$ cat config.mk
export PLATFORM = sky130hd
export DESIGN_NAME = cki_fifo
export DESIGN_NICKNAME = d
export VERILOG_FILES = /design/src/rtl/cki_fifo.sv
export SDC_FILE = /design/constraint.sdc
export NUM_CORES = 1
export LEC_CHECK = 0
export BUFFER_PORTS_ARGS = -buffer_cell sky130_fd_sc_hd__buf_2
export CORE_MARGIN = 3
export CORE_UTILIZATION = 55
export CTS_CLUSTER_SIZE = 16
export DETAILED_ROUTE_END_ITERATION = 8
export MAX_ROUTING_LAYER = met4
export PLACE_DENSITY_LB_ADDON = 0.3
export SETUP_SLACK_MARGIN = 0.05
export SLEW_MARGIN = 10
export SYNTH_ARGS = -nofsm -noshare
export SYNTH_HDL_FRONTEND = slang
export SYNTH_SLANG_ARGS = --single-unit
$ cat constraint.sdc
create_clock -name i_clk -period 2.7 [get_ports i_clk]
set_input_delay 0.81 -clock i_clk [delete_from_list [all_inputs] [get_ports i_clk]]
set_output_delay 0.81 -clock i_clk [all_outputs]
set_load 0.02 [all_outputs]
$ cat src/rtl/cki_fifo.sv
// ----------------------------------------------------------------------------
// cki_fifo
// Small register queue with push/full and pop/empty sides.
// ----------------------------------------------------------------------------
module cki_fifo #(
    parameter int unsigned WIDTH = 8,
    parameter int unsigned DEPTH = 4
) (
    input  logic             i_clk,
    input  logic             i_rst_n,
    input  logic             i_push,
    input  logic [WIDTH-1:0] i_data,
    output logic             o_full,
    input  logic             i_pop,
    output logic [WIDTH-1:0] o_data,
    output logic             o_empty
);

    localparam int unsigned AW = (DEPTH > 1) ? $clog2(DEPTH) : 1;
    localparam int unsigned CW = $clog2(DEPTH + 1);

    logic [WIDTH-1:0] r_mem [DEPTH];
    logic [AW-1:0]    r_wr, r_rd;
    logic [CW-1:0]    r_cnt;
    logic             w_push, w_pop;

    assign o_full  = (r_cnt == CW'(DEPTH));
    assign o_empty = (r_cnt == '0);
    assign w_push  = i_push && !o_full;
    assign w_pop   = i_pop && !o_empty;
    assign o_data  = r_mem[r_rd];

    always_ff @(posedge i_clk) begin
        if (w_push) begin
            r_mem[r_wr] <= i_data;
        end
    end

    always_ff @(posedge i_clk) begin
        if (!i_rst_n) begin
            r_wr  <= '0;
            r_rd  <= '0;
            r_cnt <= '0;
        end else begin
            if (w_push) begin
                r_wr <= (r_wr == AW'(DEPTH - 1)) ? '0 : r_wr + 1'b1;
            end
            if (w_pop) begin
                r_rd <= (r_rd == AW'(DEPTH - 1)) ? '0 : r_rd + 1'b1;
            end
            if (w_push && !w_pop) begin
                r_cnt <= r_cnt + 1'b1;
            end else if (w_pop && !w_push) begin
                r_cnt <= r_cnt - 1'b1;
            end
        end
    end

endmodule

==> run summary <==
Initial Utilization - 58.6%
Slew headroom - 66.0%
ys async rst share - 0%
worst r2r src - r_cnt[0]$_SDFFE_PN0P_
Clock Pin Slew Worst Setup and Hold Paths - 0.11 ns
Post-CTS Resized - 0
Nets - 138
Clock Root Buffer - clkbuf_4
Hold Buf Count CTS - 0
dominant synthesized flop cell - edfxtp_1
# diodes - 0
Yosys top cell area share - 58.9%
H-Tree Level Count - 2
Die ar. - 3650 µm²
Synth top cells by count - edfxtp_1 (32), dfxtp_1 (9), mux4_2 (8), ha_1 (6), nand2_1 (6)
DRT iter0 DRCs - 22
final worst path period share - 90.0%
post-synthesis sequential area ratio - 70.0%
pin count of the biggest net entering global routing - 13
CP Capture Type - output port
global placement routability congestion - 0.690
Cell variety after synth - 23
drt via density - 5.60
share of cells above drive strength 1 - 33.3%
Synth Net Count - 112
Finished Layout Cells - 151
hpwl dp - 1840 µm
leakage power - 0.678 nW
crit path max fanout - 5
fin crit period - 2.43 ns
# clock sinks - 41
GRT Util Overall - 17.1%
PortBufs - 21
top-count cell post-synth - edfxtp_1
hold depth - 2
GRT Max-Usage Layer - met2
number of global-route vias before repair - 849
Remaining DRCs - 0
Setup Skew - 0.00627 ns
grt total ovfl - 0
num ports - 22
fmax - 411 MHz
Layout area overhead - 12.4%
VDD IR-drop max - 0.000630 V
cell accounting for the most synthesized area - edfxtp_1
FF-to-FF path depth - 7
fin. max-slew vios - 0
first-pass GRT wire length - 4040 µm
GR Util met1 - 17.4%
Setup crit start kind - flip-flop
clock tree buffer depth - 2
Hold Violations, Final - 0
ANT nets after route - 0
clk_lat worst skew - 0.34 ns
largest cells by area after synthesis - edfxtp_1 (59%), dfxtp_1 (11%), mux4_2 (11%)
Rows - 19
post-synthesis cell count - 93
worst flop-to-flop path endpoint - r_cnt[2]$_SDFFE_PN0P_
CTS buffer count - 5
RSZ-0062 raised after global routing - false
core area - 2780 µm²
DRT Pass-1 Iters - 4
Die Wd - 60.4 µm
Tightest Pin Transition - 0.505 ns
Reg2Reg Setup Slack - 0.43 ns
met3 Usage GRT - 6.38%
height of the die - 60.4 µm
flops & latches, synth - 41
setup violators final - 0
EDFF count, synth - 32
Inst Count DP - 143
Worst EP arrival - 1.62 ns
WS Path Type - reg2out
Worst Hold Class - reg2reg
setup TNS - 0 ns
worst hold endpoint - r_wr[1]$_SDFFE_PN0P_
yosys warns - 0
final wirelength - 2510 µm
setup bufs post-CTS - 0
status - finished clean
wire per inst - 16.6 µm
hold path startpoint - r_wr[1]$_SDFFE_PN0P_
Critical Path RT - 1.89 ns
CTS tree - built
Netlist Area Pre-Place - 1630 µm²
PD cells - 888 nW/µm²
max cap viols - 0
initial antenna violation count - 0
routing usage on met2 - 29.3%
Mapped Avg Cell Area - 17.5 µm²
DR vias - 845
worst max-delay path by stage:
stage,end,startpoint
global placement,r_cnt[2]$_SDFFE_PN0P_,i_pop
finish,o_data[3],flip-flop
CTS,o_data[3],flip-flop
floorplan,r_cnt[2]$_SDFFE_PN0P_,i_push
global route,o_data[4],flip-flop
detailed placement,r_cnt[2]$_SDFFE_PN0P_,i_pop
power by group:
| part | switching (W) | internal (W) | total [W] | leakage [nW] |
|---|---|---|---|---|
| Clock | 0.000180 | 0.000123 | 0.000302 | 0.0357 |
| Combinational | 0.000248 | 0.000225 | 0.000474 | 0.275 |
| Sequential | 0.0000743 | 0.000778 | 0.000852 | 0.368 |
| Total | 0.000502 | 0.00113 | 0.00163 | 0.678 |
kinds of logic (layout without fill, tap and decap cells):
logic type	Yosys count	count (layout)	synth area share [%]
mux	11	11	12.9
compound gates	5	5	1.84
flops	41	41	70.0
simple gates	20	20	6.60
fa+ha+maj	7	7	5.83
xor+xnor	2	2	1.07
buf+inv	7	34	1.76
placed cells by master, fill, tap and decap left out, drive strengths merged, types with 2 or more instances in the layout:
master	netlist	routed
and2	5	5
buf	3	23
clkbuf	1	6
clkinv	0	2
dfxtp	9	9
edfxtp	32	32
ha	6	6
inv	3	3
mux2i	3	3
mux4	8	8
nand2	6	6
nand3	2	2
nor2	2	2
nor2b	2	2
o21ai	3	3
sequential cells by signal, summed over array words and instances, names as in the netlist, named ones only:
name   count
r_cnt      3
r_rd       2
r_wr       2
r_mem     32
per-layer routing:
layer / vias to the layer above / routed length (µm)
met3: 6 / 154
met5: - / 0
met2: 23 / 1340
met4: 0 / 47
li1: 399 / -
met1: 417 / 967
metrics by stage:
step / total power (W) / hold slack [ns] / cell area, µm² / setup WS (ns) / utilization, %
after CTS: 0.00165 / 0.513 / 1830 / 0.0924 / 65.9
after floorplan: 0.00120 / 0.468 / 1630 / 0.390 / -
final: 0.00163 / 0.512 / 1830 / 0.269 / 65.9
after detailed placement: 0.00135 / 0.497 / 1770 / 0.232 / 63.7
after global routing: 0.00174 / 0.563 / 1830 / 0.151 / 65.9
after global placement: 0.00132 / 0.485 / 1770 / 0.314 / 63.7
final cells by class:
class	instances	area (µm²)
multi-input cells	45	460
flip-flops and latches	41	1140
clock inverters	2	8.76
clock buffers	6	51.3
well taps	31	38.8
inverters	3	11.3
fillers	194	948
repair buffers	23	120
critical path: stages (launching register included):
cell and delay, ns:
dfxtp_2 0.44, buf_4 0.19, mux4_2 0.49, buf_2 0.17
No activity file was read; power rests on OpenSTA's default activity.
