## src/rtl/cki_pkg.sv

```systemverilog
// ----------------------------------------------------------------------------
// cki_pkg
// Shared types and constants of the cyclic keyframe interpolator.
// ----------------------------------------------------------------------------
package cki_pkg;

    localparam int unsigned MAX_KEYS_DEF     = 16;
    localparam int unsigned NUM_CHANNELS_DEF = 14;
    localparam int unsigned QUEUE_DEPTH      = 4;
    localparam int unsigned DAY_MINUTES      = 1440;
    localparam int unsigned COUNT_W          = 5;

    localparam logic [1:0] ACT_WR_TIME = 2'd0;
    localparam logic [1:0] ACT_WR_VAL  = 2'd1;
    localparam logic [1:0] ACT_QUERY   = 2'd2;

    typedef enum logic [1:0] {
        K_WR_TIME = 2'd0,
        K_WR_VAL  = 2'd1,
        K_QUERY   = 2'd2
    } t_kind;

    typedef struct packed {
        logic [1:0]         action;
        logic [3:0]         key_index;
        logic [3:0]         channel_select;
        logic [31:0]        time_minutes;
        logic signed [23:0] sample_value;
    } t_in;

    typedef struct packed {
        logic [3:0]         out_channel;
        logic signed [23:0] out_value;
        logic [10:0]        out_time;
        logic               last;
    } t_res;

    typedef struct packed {
        t_kind              kind;
        logic [3:0]         key;
        logic [3:0]         ch;
        logic [31:0]        tm;
        logic signed [23:0] sv;
    } t_cmd;

endpackage

```

## src/rtl/cki_fifo.sv

```systemverilog
// ----------------------------------------------------------------------------
// cki_fifo
// Small register queue with push/full and pop/empty sides.
// ----------------------------------------------------------------------------
module cki_fifo #(
    parameter int unsigned WIDTH = 8,
    parameter int unsigned DEPTH = 4
) (
    input  logic             i_clk,
    input  logic             i_rst_n,
    input  logic             i_push,
    input  logic [WIDTH-1:0] i_data,
    output logic             o_full,
    input  logic             i_pop,
    output logic [WIDTH-1:0] o_data,
    output logic             o_empty
);

    localparam int unsigned AW = (DEPTH > 1) ? $clog2(DEPTH) : 1;
    localparam int unsigned CW = $clog2(DEPTH + 1);

    logic [WIDTH-1:0] r_mem [DEPTH];
    logic [AW-1:0]    r_wr, r_rd;
    logic [CW-1:0]    r_cnt;
    logic             w_push, w_pop;

    assign o_full  = (r_cnt == CW'(DEPTH));
    assign o_empty = (r_cnt == '0);
    assign w_push  = i_push && !o_full;
    assign w_pop   = i_pop && !o_empty;
    assign o_data  = r_mem[r_rd];

    always_ff @(posedge i_clk) begin
        if (w_push) begin
            r_mem[r_wr] <= i_data;
        end
    end

    always_ff @(posedge i_clk) begin
        if (!i_rst_n) begin
            r_wr  <= '0;
            r_rd  <= '0;
            r_cnt <= '0;
        end else begin
            if (w_push) begin
                r_wr <= (r_wr == AW'(DEPTH - 1)) ? '0 : r_wr + 1'b1;
            end
            if (w_pop) begin
                r_rd <= (r_rd == AW'(DEPTH - 1)) ? '0 : r_rd + 1'b1;
            end
            if (w_push && !w_pop) begin
                r_cnt <= r_cnt + 1'b1;
            end else if (w_pop && !w_push) begin
                r_cnt <= r_cnt - 1'b1;
            end
        end
    end

endmodule

```

## src/rtl/cki_front.sv

```systemverilog
// ----------------------------------------------------------------------------
// cki_front
// Accept input items, classify them and queue the ones that take effect.
// ----------------------------------------------------------------------------
module cki_front
    import cki_pkg::*;
#(
    parameter int unsigned MAX_KEYS     = MAX_KEYS_DEF,
    parameter int unsigned NUM_CHANNELS = NUM_CHANNELS_DEF
) (
    input  logic i_clk,
    input  logic i_rst_n,
    input  logic i_push,
    input  t_in  i_item,
    output logic o_full,
    output logic o_cmd_valid,
    output t_cmd o_cmd,
    input  logic i_cmd_pop
);

    t_cmd             w_cmd;
    logic             w_keep;
    logic             w_empty;
    logic [$bits(t_cmd)-1:0] w_qdata;

    always_comb begin
        w_cmd.key = i_item.key_index;
        w_cmd.ch  = i_item.channel_select;
        w_cmd.tm  = i_item.time_minutes;
        w_cmd.sv  = i_item.sample_value;
        unique case (i_item.action)
            ACT_WR_TIME: begin
                w_cmd.kind = K_WR_TIME;
                w_keep     = (32'(i_item.key_index) < MAX_KEYS);
            end
            ACT_WR_VAL: begin
                w_cmd.kind = K_WR_VAL;
                w_keep     = (32'(i_item.key_index) < MAX_KEYS) &&
                             (32'(i_item.channel_select) < NUM_CHANNELS);
            end
            ACT_QUERY: begin
                w_cmd.kind = K_QUERY;
                w_keep     = 1'b1;
            end
            default: begin
                w_cmd.kind = K_QUERY;
                w_keep     = 1'b0;
            end
        endcase
    end

    cki_fifo #(
        .WIDTH ($bits(t_cmd)),
        .DEPTH (QUEUE_DEPTH)
    ) u_queue (
        .i_clk   (i_clk),
        .i_rst_n (i_rst_n),
        .i_push  (i_push && w_keep),
        .i_data  (w_cmd),
        .o_full  (o_full),
        .i_pop   (i_cmd_pop),
        .o_data  (w_qdata),
        .o_empty (w_empty)
    );

    assign o_cmd       = t_cmd'(w_qdata);
    assign o_cmd_valid = !w_empty;

endmodule

```

## config.mk

```make
export PLATFORM = sky130hd
export DESIGN_NAME = cki_front
export DESIGN_NICKNAME = d
export VERILOG_FILES = /design/src/rtl/cki_pkg.sv /design/src/rtl/cki_fifo.sv /design/src/rtl/cki_front.sv
export SDC_FILE = /design/constraint.sdc
export NUM_CORES = 1
export LEC_CHECK = 0
export BUFFER_PORTS_ARGS = -buffer_cell sky130_fd_sc_hd__buf_2
export CORE_MARGIN = 3
export CORE_UTILIZATION = 57
export CTS_CLUSTER_DIAMETER = 50
export DETAILED_ROUTE_END_ITERATION = 10
export MAX_ROUTING_LAYER = met4
export PLACE_DENSITY = 0.82
export SETUP_SLACK_MARGIN = 0.1
export SYNTH_ARGS = -nofsm -noshare
export SYNTH_HDL_FRONTEND = slang
export SYNTH_HIERARCHICAL = 1
export SYNTH_SLANG_ARGS = --single-unit
```

## constraint.sdc

```tcl
create_clock -name i_clk -period 4.2 [get_ports i_clk]
set_input_delay 0.84 -clock i_clk [delete_from_list [all_inputs] [get_ports i_clk]]
set_output_delay 0.84 -clock i_clk [all_outputs]
set_load 0.005 [all_outputs]
```

==> impl.org <==
** Status
- The flow ran to the end, and the final reports show no timing, DRC or antenna violations.

** Setup path
- Delay-heaviest family, CP :: flip-flops
- Arrival time of the worst setup path :: around 2400 ps
- CP required :: ~3400 ps
- In this design, the stage delay of the slowest critical-path cell is 750 ps.
- Crit path capture type :: primary output
- Buffering stage count on the worst path with inverters included :: 2
- Standard cell with the maximum stage delay on the critical path :: dfxtp_4
- STA classifies the critical path startpoint as a flip-flop.
- Startpoint-to-endpoint class of the critical path :: flip-flop to primary output
- Cells along the critical path :: buf_4 -> mux4_2 -> buf_2
- Critical path fanouts, max :: 31

** Clock network
- Clock latency of the later-clocked register in the worst-skew pair :: 520 ps
- Hold repair after CTS inserted 0 buffers.
- TritonCTS sink count :: 273
- Maximum clock path buffer count :: 3
- # Post-CTS Setup Buffers :: 0
- CTS built an H-tree with a depth of 1.
- Clock-pin slew was measured on the worst setup and hold paths at 60 ps.
- Number of clock buffers inserted by TritonCTS :: 27
- CTS Root Cell :: clkbuf_16
- Clock tree from TritonCTS :: yes
- Gates resized, CTS repair :: 0

** Detailed routing
- Routed length per instance :: 23.1 um
- The detail route stage leaves a number of antenna-violating nets equal to 0.
- In the routed design, unresolved DRC markers number 0.
- Across all layers, the routed design uses 4567 vias.
- Wirelength, routed :: 18500 um
- First-pass detailed-route iteration total :: 4
- The first routing iteration left 260 violations.
- Via-to-Cell Ratio :: 5.72

** Synthesis
- After Yosys synthesis, XOR and XNOR cells account for less than 1% of the synthesized area.
- In this run, distinct cell masters in the synthesized netlist total 27.
- Summing the areas of all compound-gate instances in the mapped netlist gives 0.499% of the synthesized area.
- Of the total synthesized cell area, the portion taken by AND, OR, NAND and NOR gates is 1.10%.
- During synthesis, Yosys emitted a total of 6 warnings.
- By area, the combinational part of the netlist is dominated by multiplexers.
- Post-synth net total :: 477
- Multiplexer cells account for about 15% of the synthesized area.
- In the synthesized netlist the dominant register cell turns out to be edfxtp_1.
- For this run, asynchronously set or reset flops after synthesis account for 0%.
- Synthesized instance count :: 400
- Summing every instance area after synthesis gives about 0.010 mm2.
- Post-synth EDFFs :: 264
- Proportion of synthesized chip area in sequential cells :: 80.8%
- Count of state elements after synthesis :: approximately 270
- Averaged over all synthesized cells, the footprint is 25.1 um2.
- Synthesized-area fraction occupied by adder cells :: less than 1%

** Power
- For this design the ratio of total power to cell area is around 580 mW/mm2.
- Summed over all cells, the static leakage comes to 3.97 nW.
- The completed layout was analyzed and its total power is 6.82 mW.
- In this run the power spent charging and discharging nets is 1.62 mW.
- Sw frac :: between 20% and 30%
- Of the total power, combinational logic draws 17.2%.
- Across the VDD grid, the largest voltage drop is between 0.4 and 0.5 mV.
- The share of total power dissipated in sequential elements is 49.6%.
- Pint :: 5.20 mW
- The clock network accounts for 33.2% of the total power.

** STA
- The hold violation count in the final report is 0.
- Setup repair after global routing left no endpoint under its margin.
- Crit share post-route :: between 70% and 80%
- Pins Over Slew Limit :: 0
- Setup slack after layout :: 949 ps
- Setup_tns :: 0 ps
- Upper clock frequency limit :: 308 MHz
- Final count of negative-setup-slack endpoints :: 0
- For the pin with the worst max-slew slack, the measured transition is 947 ps.
- Fin Clk Skew :: 10.4 ps
- Hold timing on the final database bottoms out at a slack of 522 ps.
- Subtracting the final worst setup slack from the clock period gives 3250 ps.
- Worst slew margin relative to its limit :: 36.9%

** Placed design
- Detailed placement ended at an HPWL of between 10000 and 15000 um.
- Timing analysis after detailed placement gives a worst setup slack of between 800 and 900 ps.
- Buffers placed on the I/O ports in this run total roughly 140.
- GPL Wtd Cong :: 0.733

** Final layout
- Post-route core utilization :: 70.1%
- Most common cell after layout, fill and taps aside :: edfxtp_1
- Number of inserted filler cells in the final layout :: 982
- Layout-stage area growth over the synthesis result :: 18.0%
- In the layout the commonest cells are 264 x edfxtp_1, 137 x buf_2, 66 x mux4_2.
- Share of post-route cells with drive strength above 1 :: 43.6%
- NumNets Final :: 633

** Floorplanning
- The core region is 0.0169 mm2.
- Die Wd :: approximately 140 um
- Die H :: 139 um
- Die area :: 0.0192 mm2
- Count of standard-cell rows :: 47
- between 100 and 150 I/O pins were placed.
- The initial utilization of the core area, before any placement, comes to 59.4%.

** Global route
- The via count of the first global-routing pass came to ~4900.
- Global-route usage over all layers :: 19.9%
- The first global-routing pass estimated 28600 um of wire.
- Overflow after GRT :: 0
- Entering global routing, the biggest net connects 67 pins.
- Initial antenna violation count :: 2

** Worst hold path
- The min-delay analysis places its worst path in the category flip-flop to flip-flop.

** Job
- Count of max-cap constraint violations :: 0
[through the flow]
stage,instance area [um2],std cells
3_3_place_gp,11000,747
4_1_cts,11800,796
6_report,11800,799
5_1_grt,11800,798
3_5_place_dp,11000,747
2_1_floorplan,10000,400
[metal layers]
| metal | vias to the layer above | share of wire [%] | global-route usage, % |
|---|---|---|---|
| met2 | 176 | 51 | 33.0 |
| met5 | - | 0 | - |
| met1 | 2345 | 39 | 25.8 |
| li1 | 2019 | - | - |
| met3 | 27 | 8.1 | 4.59 |
| met4 | 0 | 1.5 | 4.58 |
[power groups by stage]
stage | registers [mW] | clock network [mW] | logic, mW
after floorplan | 3.32 | 0 | 0.828
after global placement | 3.42 | 0 | 1.16
after detailed placement | 3.44 | 0 | 1.19
after CTS | 3.39 | 2.31 | 1.20
after global routing | 3.42 | 2.42 | 1.27
final | 3.38 | 2.26 | 1.17
[cells in the mapped netlist, types with 3 or more instances]
cell        n  area share [%]
edfxtp_1  264              79
mux4_2     66              15
dfxtp_1     9             1.8
buf_2       6            0.30
ha_1        6            0.75
nand2_1     6            0.22
and2_1      5            0.31
buf_6       5            0.56
clkbuf_1    4            0.15
inv_1       4            0.15
mux2i_1     3            0.30
o21ai_0     3            0.15
[path summary, 6_finish.rpt]
kind              slack [ps]              from  depth (start not counted)               end
hold / removal           520   u_queue/r_wr[0]                          2   u_queue/r_wr[0]
setup / recovery         950         flip-flop                          3         o_cmd[60]
setup reg to reg        1700  u_queue/r_cnt[0]                          7  u_queue/r_cnt[2]
hold reg to reg          520   u_queue/r_wr[0]                          2   u_queue/r_wr[0]
[registers in the layout, summed over array words and instances (netlist names), named ones only]
register / flops
u_queue/r_cnt: 3
u_queue/r_mem: 264
u_queue/r_rd: 2
u_queue/r_wr: 2
[worst min-delay path, delay by kind of cell (launching register included)]
family	cells	cell delay, ps
multiplexers	1	60
flip-flops	1	340
AND/OR/NAND/NOR	1	70
[kinds of logic after synthesis]
| logic type | Yosys count |
|---|---|
| xor+xnor | 2 |
| flops | 273 |
| buf+inv | 21 |
| compound gates | 7 |
| mux | 69 |
| fa+ha+maj | 7 |
| simple gates | 21 |
[final cells by class]
| cell class | count | area [um2] | share of cell area [%] |
|---|---|---|---|
| Multi-Input combinational cell | 106 | 1800 | 15.2 |
| Tap cell | 220 | 275 | 2.33 |
| Timing Repair Buffer | 144 | 788 | 6.66 |
| Sequential cell | 273 | 8120 | 68.6 |
| Inverter | 4 | 15.0 | 0.127 |
| Antenna cell | 3 | 7.51 | 0.0634 |
| Clock buffer | 40 | 734 | 6.21 |
| Clock inverter | 9 | 101 | 0.856 |
Power figures use the tool's default switching activity.
